## src/hdl/tcf_pkg.sv

```systemverilog
package tcf_pkg;

	// Telnet protocol bytes
	localparam logic [7:0] TN_IAC  = 8'd255;
	localparam logic [7:0] TN_DONT = 8'd254;
	localparam logic [7:0] TN_DO   = 8'd253;
	localparam logic [7:0] TN_WONT = 8'd252;
	localparam logic [7:0] TN_WILL = 8'd251;
	localparam logic [7:0] TN_SB   = 8'd250;
	localparam logic [7:0] TN_AYT  = 8'd246;
	localparam logic [7:0] TN_AO   = 8'd245;
	localparam logic [7:0] OPT_ECHO = 8'd1;
	localparam logic [7:0] OPT_SGA  = 8'd3;

	// Result kinds
	localparam logic [1:0] KIND_DATA  = 2'd0;
	localparam logic [1:0] KIND_REPLY = 2'd1;
	localparam logic [1:0] KIND_ABORT = 2'd2;
	localparam logic [1:0] KIND_ERROR = 2'd3;

	// Job codes passed from front to back
	localparam logic [2:0] JOB_DATA   = 3'd0;
	localparam logic [2:0] JOB_ABORT  = 3'd1;
	localparam logic [2:0] JOB_ERROR  = 3'd2;
	localparam logic [2:0] JOB_ANSWER = 3'd3;
	localparam logic [2:0] JOB_GREET  = 3'd4;

	// Parser byte counts
	localparam logic [1:0] CNT_IDLE = 2'd0;
	localparam logic [1:0] CNT_OP   = 2'd1;
	localparam logic [1:0] CNT_OPT  = 2'd2;

	// Words per input are capped at this
	localparam int MAX_RESULTS = 24;
	localparam int IDX_W       = $clog2(MAX_RESULTS);
	localparam int GREET_IDX_W = 6;

	// Job queue depth
	localparam int QUEUE_DEPTH = 4;

	// Configuration register indexes
	localparam logic REG_COMMAND_SUPPORT = 1'b0;
	localparam logic REG_ECHO_CHANGE_OK  = 1'b1;

	typedef struct packed {
		logic       op;
		logic [7:0] rx_byte;
	} tcf_in_t;

	typedef struct packed {
		logic [1:0] kind;
		logic [7:0] value;
		logic       last;
		logic       echo_now;
		logic       muted_now;
	} tcf_out_t;

	typedef struct packed {
		logic [2:0] job;
		logic [7:0] value;
		logic       will;
		logic       echo_now;
		logic       muted_now;
	} tcf_job_t;

	typedef struct packed {
		logic command_support;
		logic echo_change_ok;
	} tcf_cfg_t;

	// Commands that carry an option byte
	function automatic logic is_long_cmd(input logic [7:0] code);
		return (code == TN_SB) || (code == TN_WILL) || (code == TN_WONT) ||
			(code == TN_DO) || (code == TN_DONT);
	endfunction

	// Greeting text sent for are-you-there
	function automatic logic [7:0] greet_byte(input logic [GREET_IDX_W-1:0] idx);
		logic [7:0] b;
		case (idx)
			6'd0:  b = 8'h5A;
			6'd1:  b = 8'h65;
			6'd2:  b = 8'h70;
			6'd3:  b = 8'h68;
			6'd4:  b = 8'h79;
			6'd5:  b = 8'h72;
			6'd6:  b = 8'h20;
			6'd7:  b = 8'h61;
			6'd8:  b = 8'h74;
			6'd9:  b = 8'h20;
			6'd10: b = 8'h79;
			6'd11: b = 8'h6F;
			6'd12: b = 8'h75;
			6'd13: b = 8'h72;
			6'd14: b = 8'h20;
			6'd15: b = 8'h73;
			6'd16: b = 8'h65;
			6'd17: b = 8'h72;
			6'd18: b = 8'h76;
			6'd19: b = 8'h69;
			6'd20: b = 8'h63;
			6'd21: b = 8'h65;
			6'd22: b = 8'h0D;
			6'd23: b = 8'h0A;
			default: b = 8'h00;
		endcase
		return b;
	endfunction

endpackage

```

## src/hdl/tcf_front.sv

```systemverilog
module tcf_front import tcf_pkg::*; (
	input  logic     clk,
	input  logic     arst_n,
	input  tcf_cfg_t cfg,
	input  logic     in_valid,
	output logic     in_ready,
	input  tcf_in_t  in_data,
	input  logic     q_full,
	output logic     push,
	output tcf_job_t push_job
);

	logic [1:0] cnt_q, cnt_d;
	logic [7:0] code_q, code_d;
	logic       echo_q, echo_d;
	logic       muted_q, muted_d;
	logic       need_push;
	logic       accept;
	logic [7:0] b;

	assign b        = in_data.rx_byte;
	assign in_ready = !q_full;
	assign accept   = in_valid && in_ready;
	assign push     = accept && need_push;

	// Parser and command decode
	always_comb begin
		cnt_d     = cnt_q;
		code_d    = code_q;
		echo_d    = echo_q;
		muted_d   = muted_q;
		need_push = 1'b0;
		push_job  = '0;
		if (in_data.op) begin
			cnt_d   = CNT_IDLE;
			code_d  = 8'd0;
			muted_d = 1'b0;
			echo_d  = 1'b0;
		end else if (cnt_q == CNT_OP) begin
			code_d = b;
			cnt_d  = CNT_OPT;
			if (!is_long_cmd(b)) begin
				cnt_d  = CNT_IDLE;
				code_d = 8'd0;
				if (cfg.command_support) begin
					if (b == TN_AO) begin
						muted_d      = 1'b1;
						need_push    = 1'b1;
						push_job.job = JOB_ABORT;
					end else if (b == TN_AYT) begin
						need_push    = 1'b1;
						push_job.job = JOB_GREET;
					end
				end
			end
		end else if (cnt_q == CNT_OPT) begin
			cnt_d  = CNT_IDLE;
			code_d = 8'd0;
			if (cfg.command_support && code_q == TN_DO) begin
				need_push      = 1'b1;
				push_job.job   = JOB_ANSWER;
				push_job.value = b;
				push_job.will  = (b == OPT_SGA) || (b == OPT_ECHO && cfg.echo_change_ok);
				if (b == OPT_ECHO && cfg.echo_change_ok)
					echo_d = 1'b1;
			end else if (cfg.command_support && code_q == TN_DONT) begin
				need_push      = 1'b1;
				push_job.job   = JOB_ANSWER;
				push_job.value = b;
				push_job.will  = (b == OPT_ECHO) && !cfg.echo_change_ok;
				if (b == OPT_ECHO && cfg.echo_change_ok)
					echo_d = 1'b0;
			end else if (code_q == TN_SB) begin
				// peer is dropped: error close, mute released
				need_push    = 1'b1;
				push_job.job = JOB_ERROR;
				muted_d      = 1'b0;
			end
		end else begin
			if (b == TN_IAC) begin
				cnt_d = CNT_OP;
			end else begin
				cnt_d          = CNT_IDLE;
				need_push      = 1'b1;
				push_job.job   = JOB_DATA;
				push_job.value = b;
			end
		end
		push_job.echo_now  = echo_d;
		push_job.muted_now = muted_d;
	end

	// Parser state
	always_ff @(posedge clk or negedge arst_n) begin
		if (!arst_n) begin
			cnt_q   <= CNT_IDLE;
			code_q  <= 8'd0;
			echo_q  <= 1'b0;
			muted_q <= 1'b0;
		end else if (accept) begin
			cnt_q   <= cnt_d;
			code_q  <= code_d;
			echo_q  <= echo_d;
			muted_q <= muted_d;
		end
	end

endmodule

```

## src/hdl/tcf_queue.sv

```systemverilog
module tcf_queue import tcf_pkg::*; (
	input  logic     clk,
	input  logic     arst_n,
	input  logic     push,
	input  tcf_job_t push_job,
	input  logic     pop,
	output logic     full,
	output logic     empty,
	output tcf_job_t head
);

	localparam int PtrW = $clog2(QUEUE_DEPTH);

	tcf_job_t         mem_q [QUEUE_DEPTH];
	logic [PtrW-1:0]  wr_q, rd_q;
	logic [PtrW:0]    cnt_q;

	assign full  = (cnt_q == (PtrW+1)'(QUEUE_DEPTH));
	assign empty = (cnt_q == '0);
	assign head  = mem_q[rd_q];

	// Entry storage
	always_ff @(posedge clk) begin
		if (push)
			mem_q[wr_q] <= push_job;
	end

	// Pointers and fill count
	always_ff @(posedge clk or negedge arst_n) begin
		if (!arst_n) begin
			wr_q  <= '0;
			rd_q  <= '0;
			cnt_q <= '0;
		end else begin
			if (push)
				wr_q <= wr_q + 1'b1;
			if (pop)
				rd_q <= rd_q + 1'b1;
			if (push && !pop)
				cnt_q <= cnt_q + 1'b1;
			else if (pop && !push)
				cnt_q <= cnt_q - 1'b1;
		end
	end

endmodule

```

## src/hdl/tcf_back.sv

```systemverilog
module tcf_back import tcf_pkg::*; #(
	parameter int GREETING_LEN = 24
) (
	input  logic     clk,
	input  logic     arst_n,
	input  logic     q_empty,
	input  tcf_job_t head,
	output logic     pop,
	output logic     out_valid,
	input  logic     out_ready,
	output tcf_out_t out_data
);

	localparam int GreetCount = (GREETING_LEN > MAX_RESULTS) ? MAX_RESULTS : GREETING_LEN;
	localparam logic [IDX_W-1:0] GreetLast = IDX_W'(GreetCount - 1);
	localparam logic [IDX_W-1:0] AnswerLast = IDX_W'(2);

	logic [IDX_W-1:0] idx_q;
	logic             valid_q;
	tcf_out_t         data_q;
	logic             load;
	logic             fin;
	tcf_out_t         word;

	assign out_valid = valid_q;
	assign out_data  = data_q;
	assign load      = (!valid_q || out_ready) && !q_empty;
	assign pop       = load && fin;

	// Expand head job into its current word
	always_comb begin
		word           = '0;
		word.echo_now  = head.echo_now;
		word.muted_now = head.muted_now;
		fin            = 1'b1;
		case (head.job)
			JOB_DATA: begin
				word.kind  = KIND_DATA;
				word.value = head.value;
			end
			JOB_ABORT: word.kind = KIND_ABORT;
			JOB_ERROR: word.kind = KIND_ERROR;
			JOB_ANSWER: begin
				word.kind = KIND_REPLY;
				fin       = (idx_q == AnswerLast);
				case (idx_q)
					IDX_W'(0): word.value = TN_IAC;
					IDX_W'(1): word.value = head.will ? TN_WILL : TN_WONT;
					default:   word.value = head.value;
				endcase
			end
			JOB_GREET: begin
				word.kind  = KIND_REPLY;
				word.value = greet_byte({{(GREET_IDX_W-IDX_W){1'b0}}, idx_q});
				fin        = (idx_q == GreetLast);
			end
			default: word.kind = KIND_ERROR;
		endcase
		word.last = fin;
	end

	// Word index within job, output register valid
	always_ff @(posedge clk or negedge arst_n) begin
		if (!arst_n) begin
			idx_q   <= '0;
			valid_q <= 1'b0;
		end else begin
			if (load)
				idx_q <= fin ? '0 : idx_q + 1'b1;
			if (load)
				valid_q <= 1'b1;
			else if (out_ready)
				valid_q <= 1'b0;
		end
	end

	// Output word
	always_ff @(posedge clk) begin
		if (load)
			data_q <= word;
	end

endmodule

```

## src/hdl/telnet_command_filter.sv

```systemverilog
// Telnet receive-side command filter.
// Input channel (in_valid/in_ready/in_data) takes one word per cycle while
// the queue has room: a received byte (op = 0) or a connect marker
// (op = 1). Output channel (out_valid/out_ready/out_data) gives the result
// words: data bytes for the shell, reply bytes for the client, abort-output
// and error-close marks. The final word caused by one input has last set.
// A front parser decodes IAC commands and pushes one job per input that
// has results into a four-entry queue; a back expander turns each job into
// its words through a registered output stage.
// The first word of an input passes through the queue and then the output
// register. One input is taken per cycle while the queue has room; the back
// end sends one word per cycle while a job waits and out_ready is high, so a
// DO/DONT answer is 3 words and a greeting min(GREETING_LEN, 24) words,
// during which the queue absorbs further inputs. When out_ready is low the
// output word holds and in_ready drops once the queue is full.
// Reset clears the parser, echo, mute, queue and output stage; both
// configuration registers reset to 1. Registers: 0x0 command_support,
// 0x4 echo_change_ok, bit 0, over the APB port.
module telnet_command_filter import tcf_pkg::*; #(
	parameter int GREETING_LEN = 24
) (
	input  logic        clk,
	input  logic        arst_n,
	input  logic        psel,
	input  logic        penable,
	input  logic        pwrite,
	input  logic [2:0]  paddr,
	input  logic [31:0] pwdata,
	output logic [31:0] prdata,
	output logic        pready,
	input  logic        in_valid,
	output logic        in_ready,
	input  tcf_in_t     in_data,
	output logic        out_valid,
	input  logic        out_ready,
	output tcf_out_t    out_data
);

	tcf_cfg_t cfg_q;
	logic     wr_en;
	logic     push, pop, q_full, q_empty;
	tcf_job_t push_job, head;

	assign pready = 1'b1;
	assign wr_en  = psel && penable && pwrite;

	// Configuration registers
	always_ff @(posedge clk or negedge arst_n) begin
		if (!arst_n) begin
			cfg_q.command_support <= 1'b1;
			cfg_q.echo_change_ok  <= 1'b1;
		end else if (wr_en) begin
			if (paddr[2] == REG_COMMAND_SUPPORT)
				cfg_q.command_support <= pwdata[0];
			else
				cfg_q.echo_change_ok <= pwdata[0];
		end
	end

	// Register readback
	always_comb begin
		prdata = 32'd0;
		if (paddr[2] == REG_ECHO_CHANGE_OK)
			prdata[0] = cfg_q.echo_change_ok;
		else
			prdata[0] = cfg_q.command_support;
	end

	tcf_front u_front (
		.clk      (clk),
		.arst_n   (arst_n),
		.cfg      (cfg_q),
		.in_valid (in_valid),
		.in_ready (in_ready),
		.in_data  (in_data),
		.q_full   (q_full),
		.push     (push),
		.push_job (push_job)
	);

	tcf_queue u_queue (
		.clk      (clk),
		.arst_n   (arst_n),
		.push     (push),
		.push_job (push_job),
		.pop      (pop),
		.full     (q_full),
		.empty    (q_empty),
		.head     (head)
	);

	tcf_back #(
		.GREETING_LEN (GREETING_LEN)
	) u_back (
		.clk       (clk),
		.arst_n    (arst_n),
		.q_empty   (q_empty),
		.head      (head),
		.pop       (pop),
		.out_valid (out_valid),
		.out_ready (out_ready),
		.out_data  (out_data)
	);

endmodule
```

## config.mk

```make
export PLATFORM = sky130hd
export DESIGN_NAME = telnet_command_filter
export DESIGN_NICKNAME = d
export VERILOG_FILES = /design/src/hdl/tcf_pkg.sv /design/src/hdl/tcf_front.sv /design/src/hdl/tcf_queue.sv /design/src/hdl/tcf_back.sv /design/src/hdl/telnet_command_filter.sv
export SDC_FILE = /design/constraint.sdc
export NUM_CORES = 1
export LEC_CHECK = 0
export ABC_AREA = 1
export BUFFER_PORTS_ARGS = -buffer_cell sky130_fd_sc_hd__buf_2
export CORE_AREA = 8 8 119 121
export DETAILED_ROUTE_END_ITERATION = 8
export DIE_AREA = 0 0 127 129
export GPL_TIMING_DRIVEN = 0
export PLACE_DENSITY = 0.65
export SLEW_MARGIN = 15
export SYNTH_ARGS = -nofsm -noshare
export SYNTH_HDL_FRONTEND = slang
export SYNTH_HIERARCHICAL = 1
export SYNTH_SLANG_ARGS = --single-unit
```

## constraint.sdc

```tcl
create_clock -name clk -period 3.5 [get_ports clk]
set_input_delay 0.7 -clock clk [delete_from_list [all_inputs] [get_ports clk]]
set_output_delay 0.7 -clock clk [all_outputs]
set_load 0.01 [all_outputs]
```

* Word level (Yosys, flattened, before mapping) *
Memory sizes are Yosys's and may differ from the RTL's.
Index checks and enable logic that the tools add are counted.

storage, ports and cells
  bits in read-only memories = 224
  register bits = 40
  word-level logic and storage cells = 143
  memories kept = 2
  output and inout bits = 48
  input bits = 51
  memory bits (writable) = 56

operators by class
  eq/ne operators = 22
  bitwise logic cells = 1
  add/sub/neg operators = 5
  reductions and logical operators = 34
  mux-type cells = 63

memory list
  name             words  bits a word  rd ports  clocked after memory_dff  write ports  RTL line         text
  (no name shown)  32     7            1         0                         0            tcf_pkg.sv:80    case (idx)
  u_queue.mem_q    4      14           1         0                         1            tcf_queue.sv:14  tcf_job_t mem_q [QUEUE_DEPTH];

operators by type and width
  kind                 count
  $eq 8x8->1 const B   11
  $mux 8               5
  $mux 1               35
  $mux 3               9
  $mux 12              2
  $pmux 8 s3           1
  $mux 9               2
  $pmux 8 s2           1
  $logic_and 1x1->1    12
  $mux 11              1
  $eq 8x1->1 const B   1
  $eq 8x2->1 const B   1
  $mux 2               4
  $eq 3x3->1 const B   2
  $logic_not 1->1      6
  $logic_not 3->1      2
  $logic_or 1x1->1     6
  $pmux 2 s3           1
  $reduce_and 2->1     3
  $add 5x1->5 const B  1
  $eq 5x1->1 const B   1
  $eq 5x2->1 const B   1
  $eq 5x5->1 const B   1
  $logic_not 5->1      1
  13 further kinds     15

* Longest topological paths before layout *
Gate-level depths: netlist of run 1.

  depth in word-level cells = 13
  mapped depth = 19
  depth with buffers taken out = 18

* Modules after synthesis *
Netlist of run 1, hierarchy kept.

modules (own cells, without submodules)
  module                 times used  area an instance (µm²)  cells each  seq. area each (µm²)
  tcf_queue              1           2632.5                  210         1856.8
  tcf_back               1           1405.1                  179         540.5
  tcf_front              1           967.2                   148         300.3
  telnet_command_filter  1           366.6                   51          52.6

* Worst setup path before layout of run 1 *
No wires, ideal clock.

  path type = reg-to-reg
  start point = reg u_queue.rd_q[0]
  end point = reg u_queue.cnt_q[1]
  path buffers = 2
  library setup time = 0.117 ns
  cell stages (with the launch flop) = 17
  arrival = 2.325 ns
  path slack = 1.058 ns
  data required time = 3.383 ns
  period minus slack after synthesis = 2.442 ns
  cell sequence = dfrtp_1 > buf_6 > buf_6 > nand2_1 > o211ai_1 > nand2_1 > nor2_2 > nand2_1 > nand2_1 > nand3_2 > a21oi_1 > inv_1 > ha_1 > inv_1 > fa_1 > nand2_1 > nand2_1

RTL lines
  what                    RTL line         text
  from (decl)             tcf_queue.sv:15  logic [PtrW-1:0] wr_q, rd_q;
  from (signal assigned)  tcf_queue.sv:38  rd_q <= rd_q + 1'b1;
  to (signal assigned)    tcf_queue.sv:40  cnt_q <= cnt_q + 1'b1;
  to (signal assigned)    tcf_queue.sv:42  cnt_q <= cnt_q - 1'b1;
  to (decl)               tcf_queue.sv:16  logic [PtrW:0] cnt_q;

==> impl_summary.log, run 1 <==
[metrics] met1 global-route usage: 0.1587
[metrics] crit path buf inv count: 4
[metrics] part of the Yosys area used for sequential elements: 0.5120
[metrics] adder-cell area share of the yosys netlist: 0.02935
[metrics] via count of the first global-routing pass: 4090
[metrics] Psw: 1.609 mW
[metrics] most frequently used cell type in the post-synthesis netlist: nand2_1
[metrics] worst slack after detailed placement: 0.4802 ns
[metrics] vias after detailed routing: 3961
[metrics] required time at the endpoint of the critical path: 3.73 ns
[metrics] number of sinks on the clock net: 96
[metrics] total power density per cell area: 695.2 nW/um^2
[metrics] kind of launch point of the worst setup path: flop
[metrics] Peak supply drop: 0.3188 mV
[metrics] critical-path maximum fanout: 10
[metrics] global routing met2 resource utilization: 0.2807
[metrics] cell area after synthesis: 5371 sq um
[metrics] fraction of registers with async set or reset after synthesis: 0.2813
[metrics] sequential cell fraction of total power: 0.381
[metrics] synthesized instance count: 588
[metrics] crit-path most repeated cell: nand2_1
[metrics] full die area: 16380 sq um
[metrics] sort of element at the end of the critical path: flop
[metrics] cells traversed along the worst timing path: inv_2 > buf_4 > o211ai_1 > nand2_1 > nor2_2 > nand2_1 > nand2_1 > nand3_2 > a21oi_1 > inv_1 > ha_1 > inv_1 > fa_1 > nand2_1 > nand2_1
[metrics] delay contributed by the slowest stage of the critical path: 0.49 ns
[metrics] Internal: 2.642 mW
[metrics] dominant combinational cell family by area after synthesis: simple AND/OR/NAND/NOR gates
[metrics] number of setup violations in the final report: 0
[metrics] number of port buffers: 33
[metrics] boundary pin count: 99
[metrics] post-layout min period: 2.901 ns
[metrics] setup repair after global routing missed its margin: no
[metrics] max-capacitance violation count: 0
[metrics] cell type of the slowest stage on the worst timing path: dfrtp_1
[metrics] relative area change from synthesis to final layout: 13.86%
[metrics] part of the power in the clock network: 0.216
[metrics] synthesized-area fraction occupied by and/or/nand/nor cells: 0.2346
[metrics] Sw Share: 0.3785
[metrics] instance area at placement: 5837 sq um
[metrics] clock slew at the register clock pins of the worst setup and hold paths: 0.06 ns
[metrics] total of warnings raised by yosys: 6
[metrics] maximum clock insertion buffer count: 2
[metrics] overall global routing resource usage: 0.1490
[metrics] logic gate share of total power: 0.403
[metrics] clock latency on the worst-skew pair: 0.34 ns
[metrics] status: finished, final reports clean
[metrics] wire per inst: 14.14 um
[metrics] Filler Cell Count: 1141
[metrics] total power: 4.252 mW
[metrics] Hold Buf Count CTS: 0
[metrics] number of gates resized after cts: 0
[metrics] most area-consuming cells after synthesis: edfxtp_1 39%, dfrtp_1 12%, nand2_1 11%
[metrics] biggest area consumer among synthesized cells: edfxtp_1
[metrics] Post-CTS Setup Inserts: 0
[metrics] TritonRoute pass-1 iters: 4
[metrics] antenna violations before repair: 0
[metrics] worst max-slew margin expressed relative to the limit: 0.5212
[metrics] Final Cycle Share: 0.8289
[metrics] TNS Setup: 0 ns
[metrics] transition time of the tightest slew-check pin: 0.7166 ns
[metrics] Initial Utilization: 0.4363
[metrics] final count of hold timing violations: 0
[metrics] Rows: 41
[metrics] Root Buffer: clkbuf_16
[metrics] Die Y-Extent: 129 um
[metrics] fraction of final layout cells sized beyond drive strength 1: 0.2312
[metrics] final antenna diode count: 0
[metrics] pin count of the biggest net entering global routing: 28
[metrics] final instance area: 6116 sq um
[metrics] die span in x: 127 um
[metrics] post-synthesis average cell area: 9.135 sq um
[metrics] Critical Path End: u_queue/cnt_q[1]
[metrics] Residual DRC: 0
[metrics] Top FF cell, synth: edfxtp_1
[metrics] number of buffers inserted during clock tree synthesis: 9
[metrics] count of flip-flops with a built-in enable after synthesis: 69
[metrics] post-detailed-placement half-perimeter wirelength: 8.716 mm
[metrics] core region area: 12310 sq um
[metrics] Leak: 2.901 nW
[metrics] classification of the worst-slack hold path: in -> async
[metrics] fraction of the mapped netlist area in compound gates: 0.08316
[metrics] arrival time at the worst endpoint: 3.14 ns
[metrics] kind of critical path: reg -> reg
[metrics] DRC violation total after the first TritonRoute iteration: 275
[metrics] Slew Limit Fails: 0
[metrics] final worst slack: 0.5989 ns
[metrics] clock tree from TritonCTS: built
[metrics] layer with the highest usage after global routing: met2
[metrics] Achievable Freq: 0.3447 GHz
[metrics] Post-synth top cells: 153 x nand2_1, 79 x inv_1, 69 x edfxtp_1
[metrics] FF+latch count, synth: 96
[metrics] Vias per Instance: 4.854
[metrics] non-filler cells in the finished layout: 816
[metrics] xor-xnor portion of the synthesized cell area: 0.006522
[metrics] net total in the final layout: 725
[metrics] cells on worst reg2reg path: 15
[metrics] timing startpoint of the critical path: u_queue/rd_q[1]
[metrics] Largest delay share family, worst path: simple AND/OR/NAND/NOR gates
[metrics] post-synth top area share: 0.3857
[metrics] worst r2r src: u_queue/rd_q[1]
[metrics] GR Layer Usage met3: 0.04013
[metrics] wire length of the first global-routing pass: 19.40 mm
[metrics] RD Place Congestion: 0.8496
[metrics] flop-to-flop setup slack: 0.60 ns
[metrics] clock skew after layout: 0.006851 ns
[metrics] Clock H-tree levels: 3
[metrics] cell count along the critical path: 15
[metrics] share of synthesized area spent on multiplexers: 0
[metrics] Antenna Violating Nets Remaining: 0
[metrics] Post-Route WL: 11.54 mm
[metrics] GRT overflow: 0
[metrics] capturing point of the worst reg2reg path: u_queue/cnt_q[1]
[metrics] number of placed instances, taps included: 801
[metrics] post-synth cell types: 38
[cells by family (layout without fill, tap and decap cells)]
kind of cell	after synthesis	after routing
xor gates and xnor gates	4	4
adders and majority gates	12	12
buffers and inverters	142	190
other	2	32
and+or+nand+nor	267	267
DFF	96	96
AOI/OAI and AO/OA	65	65
[how the worst min path moves through the flow]
stage,slack [ns],end,cells past startpoint
after floorplan,0.40,u_back/idx_q[0],0
after global placement,0.46,u_front/code_q[7],2
after detailed placement,0.47,u_front/code_q[6],2
after CTS,0.39,u_front/muted_q,1
final,0.37,u_queue/cnt_q[1],1
after global routing,0.41,u_queue/cnt_q[0],1
[per-layer routing]
| layer | vias up | wire length (um) |
|---|---|---|
| met5 | - | 0 |
| li1 | 2005 | - |
| met1 | 1858 | 4728 |
| met3 | 10 | 633 |
| met2 | 88 | 6053 |
| met4 | 0 | 119 |
[worst reg2reg max path, stage by stage (launching register included)]
cell and delay, ns:
dfrtp_1 0.49, inv_2 0.13, buf_4 0.20, o211ai_1 0.10
nand2_1 0.15, nor2_2 0.23, nand2_1 0.14, nand2_1 0.10
nand3_2 0.10, a21oi_1 0.27, inv_1 0.08, ha_1 0.20
inv_1 0.08, fa_1 0.41, nand2_1 0.07, nand2_1 0.05
[cell type report]
type / instances / area, sq um / area share
buffer: 47 / 357.8 / 0.05851
clock buffer: 11 / 232.7 / 0.03805
clock inverter: 4 / 46.29 / 0.007570
inverter: 95 / 356.6 / 0.05831
multi-input combinational: 380 / 2019 / 0.3302
sequential: 96 / 2750 / 0.4497
tap: 150 / 187.7 / 0.03069
timing repair buffer: 33 / 165.2 / 0.02700
[flip-flops by register name, summed over array words and instances (netlist names)]
register / count
u_queue/mem_q: 56
u_back/out_data: 13
u_front/code_q: 8
u_back/idx_q: 5
u_queue/cnt_q: 3
cfg_q: 2
u_front/cnt_q: 2
u_queue/rd_q: 2
u_queue/wr_q: 2
u_back/out_valid: 1
u_front/echo_q: 1
u_front/muted_q: 1
[per-stage QoR]
| stage | hold WS (ns) | utilization |
|---|---|---|
| global route | 0.4144 | 0.4967 |
| finish | 0.3714 | 0.4967 |
| CTS | 0.3921 | 0.4967 |
| global placement | 0.4631 | 0.4741 |
| floorplan | 0.4044 | - |
| detailed placement | 0.4676 | 0.4741 |
[cells in the final DEF (no fill, tap or decap), types with 15 or more instances in the layout]
master / instances
nand3_1: 30
inv_2: 15
o211ai_1: 29
buf_4: 37
edfxtp_1: 69
dfrtp_1: 25
nor2_1: 24
buf_2: 37
inv_1: 79
conb_1: 32
nand2_1: 153
[power by group through the flow]
stage / sequential [mW] / combinational, mW / clock [mW]
2_1_floorplan: 1.66 / 1.22 / 0
3_3_place_gp: 1.63 / 1.70 / 0
3_5_place_dp: 1.64 / 1.73 / 0
4_1_cts: 1.62 / 1.74 / 0.949
5_1_grt: 1.64 / 1.94 / 0.993
6_report: 1.62 / 1.71 / 0.920
Note: power is estimated with default switching activity, not from simulation.
==> run 2, diff against run 1 <==
- ABC_AREA: 1 -> 0
- CORE_AREA: 8 8 119 121 -> 8 8 116 118
- DIE_AREA: 0 0 127 129 -> 0 0 124 126
- clock period: 3.5 -> 2.8 ns (I/O delays scaled with it)
==> impl_summary.log, run 2 <==
[metrics] non-filler cells in the finished layout: 646
[metrics] number of port buffers: 32
[metrics] required time at the endpoint of the critical path: 3.06 ns
[metrics] pin count of the biggest net entering global routing: 28
[metrics] via count of the first global-routing pass: 3371
[metrics] wire per inst: 16.71 um
[metrics] cell area after synthesis: 5057 sq um
[metrics] status: finished with violations
[metrics] synthesized-area fraction occupied by and/or/nand/nor cells: 0.1479
[metrics] cells on worst reg2reg path: 12
[metrics] total power density per cell area: 864.9 nW/um^2
[metrics] Largest Register: u_queue/mem_q
[metrics] part of the power in the clock network: 0.230
[metrics] FF+latch count, synth: 96
[metrics] Die Y-Extent: 126 um
[metrics] maximum clock insertion buffer count: 2
[metrics] adder-cell area share of the yosys netlist: 0.03117
[metrics] core region area: 11710 sq um
[metrics] max-capacitance violation count: 0
[metrics] Leak: 2.429 nW
[metrics] Peak supply drop: 0.5283 mV
[metrics] Hold Buf Count CTS: 0
[metrics] violations in the final reports: setup timing
[metrics] Rows: 40
[metrics] post-synth cell types: 74
[metrics] worst r2r src: u_queue/rd_q[0]
[metrics] number of setup violations in the final report: 2
[metrics] Achievable Freq: 0.3483 GHz
[metrics] most common cell after layout, fill and taps aside: edfxtp_1
[metrics] worst max-slew margin expressed relative to the limit: 0.5263
[metrics] Vias per Instance: 5.327
[metrics] Residual DRC: 0
[metrics] number of sinks on the clock net: 96
[metrics] commonest non-fill, non-tap cells in the layout: 69 x edfxtp_1, 53 x buf_4, 37 x buf_2, 32 x conb_1, 24 x dfrtp_1
[metrics] Filler Cell Count: 1018
[metrics] fraction of the mapped netlist area in compound gates: 0.08758
[metrics] relative area change from synthesis to final layout: 19.52%
[metrics] number of buffers inserted during clock tree synthesis: 9
[metrics] Slew Limit Fails: 0
[metrics] synthesized instance count: 400
[metrics] Final Cycle Share: 1.025
[metrics] classification of the worst-slack hold path: in -> async
[metrics] Post-Route WL: 10.80 mm
[metrics] Root Buffer: clkbuf_16
[metrics] footprint of the multi-input gates: 2064 sq um
[metrics] fraction of registers with async set or reset after synthesis: 0.2813
[metrics] post-synth top area share: 0.4097
[metrics] GRT overflow: 0
[metrics] boundary pin count: 99
[metrics] post-layout min period: 2.871 ns
[metrics] dominant combinational cell family by area after synthesis: simple AND/OR/NAND/NOR gates
[metrics] Post-synth top cells: 69 x edfxtp_1, 34 x buf_4, 25 x dfrtp_1
[metrics] critical-path maximum fanout: 4
[metrics] kind of launch point of the worst setup path: flop
[metrics] flop-to-flop setup slack: -0.07 ns
[metrics] final worst slack: -0.07106 ns
[metrics] post-synthesis average cell area: 12.64 sq um
[metrics] wire length of the first global-routing pass: 17.33 mm
[metrics] clock slew at the register clock pins of the worst setup and hold paths: 0.07 ns
[metrics] arrival time at the worst endpoint: 3.13 ns
[metrics] xor-xnor portion of the synthesized cell area: 0.01732
[metrics] most frequently used cell type in the post-synthesis netlist: edfxtp_1
[metrics] Clock H-tree levels: 3
[metrics] register area: 2751 sq um
[metrics] most area-consuming cells after synthesis: edfxtp_1 41%, dfrtp_1 12%, buf_4 5.0%
[metrics] clock latency on the worst-skew pair: 0.33 ns
[metrics] fraction of final layout cells sized beyond drive strength 1: 0.3246
[metrics] antenna violations before repair: 0
[metrics] final count of hold timing violations: 0
[metrics] count of flip-flops with a built-in enable after synthesis: 69
[metrics] vias after detailed routing: 3441
[metrics] number of placed instances, taps included: 609
[metrics] post-detailed-placement half-perimeter wirelength: 7.602 mm
[metrics] setup repair after global routing missed its margin: yes
[metrics] share of synthesized area spent on multiplexers: 0.09005
[metrics] Initial Utilization: 0.4318
[metrics] RD Place Congestion: 0.8555
[metrics] part of the Yosys area used for sequential elements: 0.5438
[metrics] transition time of the tightest slew-check pin: 0.7105 ns
[metrics] Sw Share: 0.3234
[metrics] logic gate share of total power: 0.388
[metrics] kind of critical path: reg -> reg
[metrics] clock skew after layout: 0.008472 ns
[metrics] Antenna Violating Nets Remaining: 0
[metrics] flip-flop count of the largest register, all copies and words added: 56
[metrics] full die area: 15620 sq um
[metrics] Top FF cell, synth: edfxtp_1
[metrics] sort of element at the end of the critical path: flop
[metrics] net total in the final layout: 557
[metrics] Psw: 1.691 mW
[metrics] overall global routing resource usage: 0.1414
[metrics] total power: 5.228 mW
[metrics] die span in x: 124 um
[metrics] TritonRoute pass-1 iters: 4
[metrics] DRC violation total after the first TritonRoute iteration: 327
[metrics] Internal: 3.537 mW
[metrics] biggest area consumer among synthesized cells: edfxtp_1
[metrics] clock tree from TritonCTS: built
[metrics] capturing point of the worst reg2reg path: u_queue/cnt_q[2]
[metrics] sequential cell fraction of total power: 0.381
[metrics] final antenna diode count: 0
[metrics] total of warnings raised by yosys: 6
[run 2: cell types whose count changed after synthesis, moves of 8 or more]
| cell | delta |
|---|---|
| inv_2 | -14 |
| o211ai_1 | -29 |
| nand2_1 | -134 |
| nand4_1 | -8 |
| and2_1 | +14 |
| inv_1 | -64 |
| nor2b_1 | +9 |
| nand3_1 | -22 |
| nor2_2 | -10 |
| mux4_2 | +9 |
[run 2: power by group through the flow]
| stage | combinational [mW] | sequential, mW | clock (mW) |
|---|---|---|---|
| 4_1_cts | 1.96 | 2.00 | 1.24 |
| 5_1_grt | 2.22 | 2.03 | 1.29 |
| 6_report | 2.03 | 1.99 | 1.20 |
| 3_3_place_gp | 1.68 | 2.01 | 0 |
| 3_5_place_dp | 1.70 | 2.03 | 0 |
| 2_1_floorplan | 1.21 | 2.04 | 0 |
[run 2: how the worst max path moves through the flow]
stage | from | endpoint | slack [ns] | depth (start not counted)
final | u_queue/rd_q[0] | u_queue/cnt_q[2] | -0.07 | 12
after global routing | u_queue/rd_q[0] | u_queue/cnt_q[2] | -0.22 | 12
after CTS | u_queue/rd_q[0] | u_queue/cnt_q[2] | -0.15 | 12
after detailed placement | u_queue/rd_q[1] | u_queue/cnt_q[1] | -0.67 | 10
after global placement | u_queue/rd_q[1] | u_queue/cnt_q[1] | -0.58 | 10
after floorplan | u_queue/rd_q[0] | u_queue/cnt_q[2] | -0.14 | 12
[run 2: area by class of cell]
| type | count | area share |
|---|---|---|
| Clock inverter | 7 | 0.01180 |
| Inverter | 16 | 0.009936 |
| Buffer | 48 | 0.05858 |
| Timing Repair Buffer | 53 | 0.05527 |
| Sequential cell | 96 | 0.4552 |
| Tap cell | 147 | 0.03043 |
| Multi-Input combinational cell | 270 | 0.3415 |
| Clock buffer | 9 | 0.03726 |
[run 2: metrics by stage]
step	util	TNS, ns	instance area, sq um	hold WS [ns]	setup WS, ns
final	0.5161	-0.1356	6045	0.2782	-0.07106
after global routing	0.5161	-0.3579	6045	0.3361	-0.2207
after CTS	0.5099	-0.2958	5972	0.2997	-0.1533
after detailed placement	0.4702	-11.04	5507	0.4638	-0.6686
after global placement	0.4702	-10.60	5507	0.4544	-0.5834
after floorplan	-	-0.2283	5162	0.2644	-0.1402
[run 2: cell families after synthesis]
kind of cell    count (synthesis)
mux                            24
compound gates                 63
fa+ha+maj                      12
flops                          96
xor+xnor                       10
buf+inv                        64
other cells                     2
simple gates                  129
[run 2: what timing repair did]
item / in CTS / in global routing
endpoints found under the hold margin: 0 / 0
gates resized for setup: 15 / 5
setup buffers: 14 / 7
pin swaps: 8 / 9
endpoints found under the setup margin: 59 / 16
[run 2: metal layers]
metal	global-route usage	wire, um
met1	0.1696	4401
met2	0.2498	5556
met3	0.02592	718
met4	0.04132	119
met5	0	0
[run 2: worst max-delay path, cell delays in order (launching register included)]
cell and delay [ns]:
dfrtp_1 0.34, buf_6 0.12, mux4_2 0.56, or3b_4 0.45
a32oi_4 0.21, a21oi_4 0.09, inv_2 0.08, ha_4 0.13
inv_2 0.04, fa_2 0.33, xor2_1 0.14, nor2_1 0.13
xor2_1 0.16
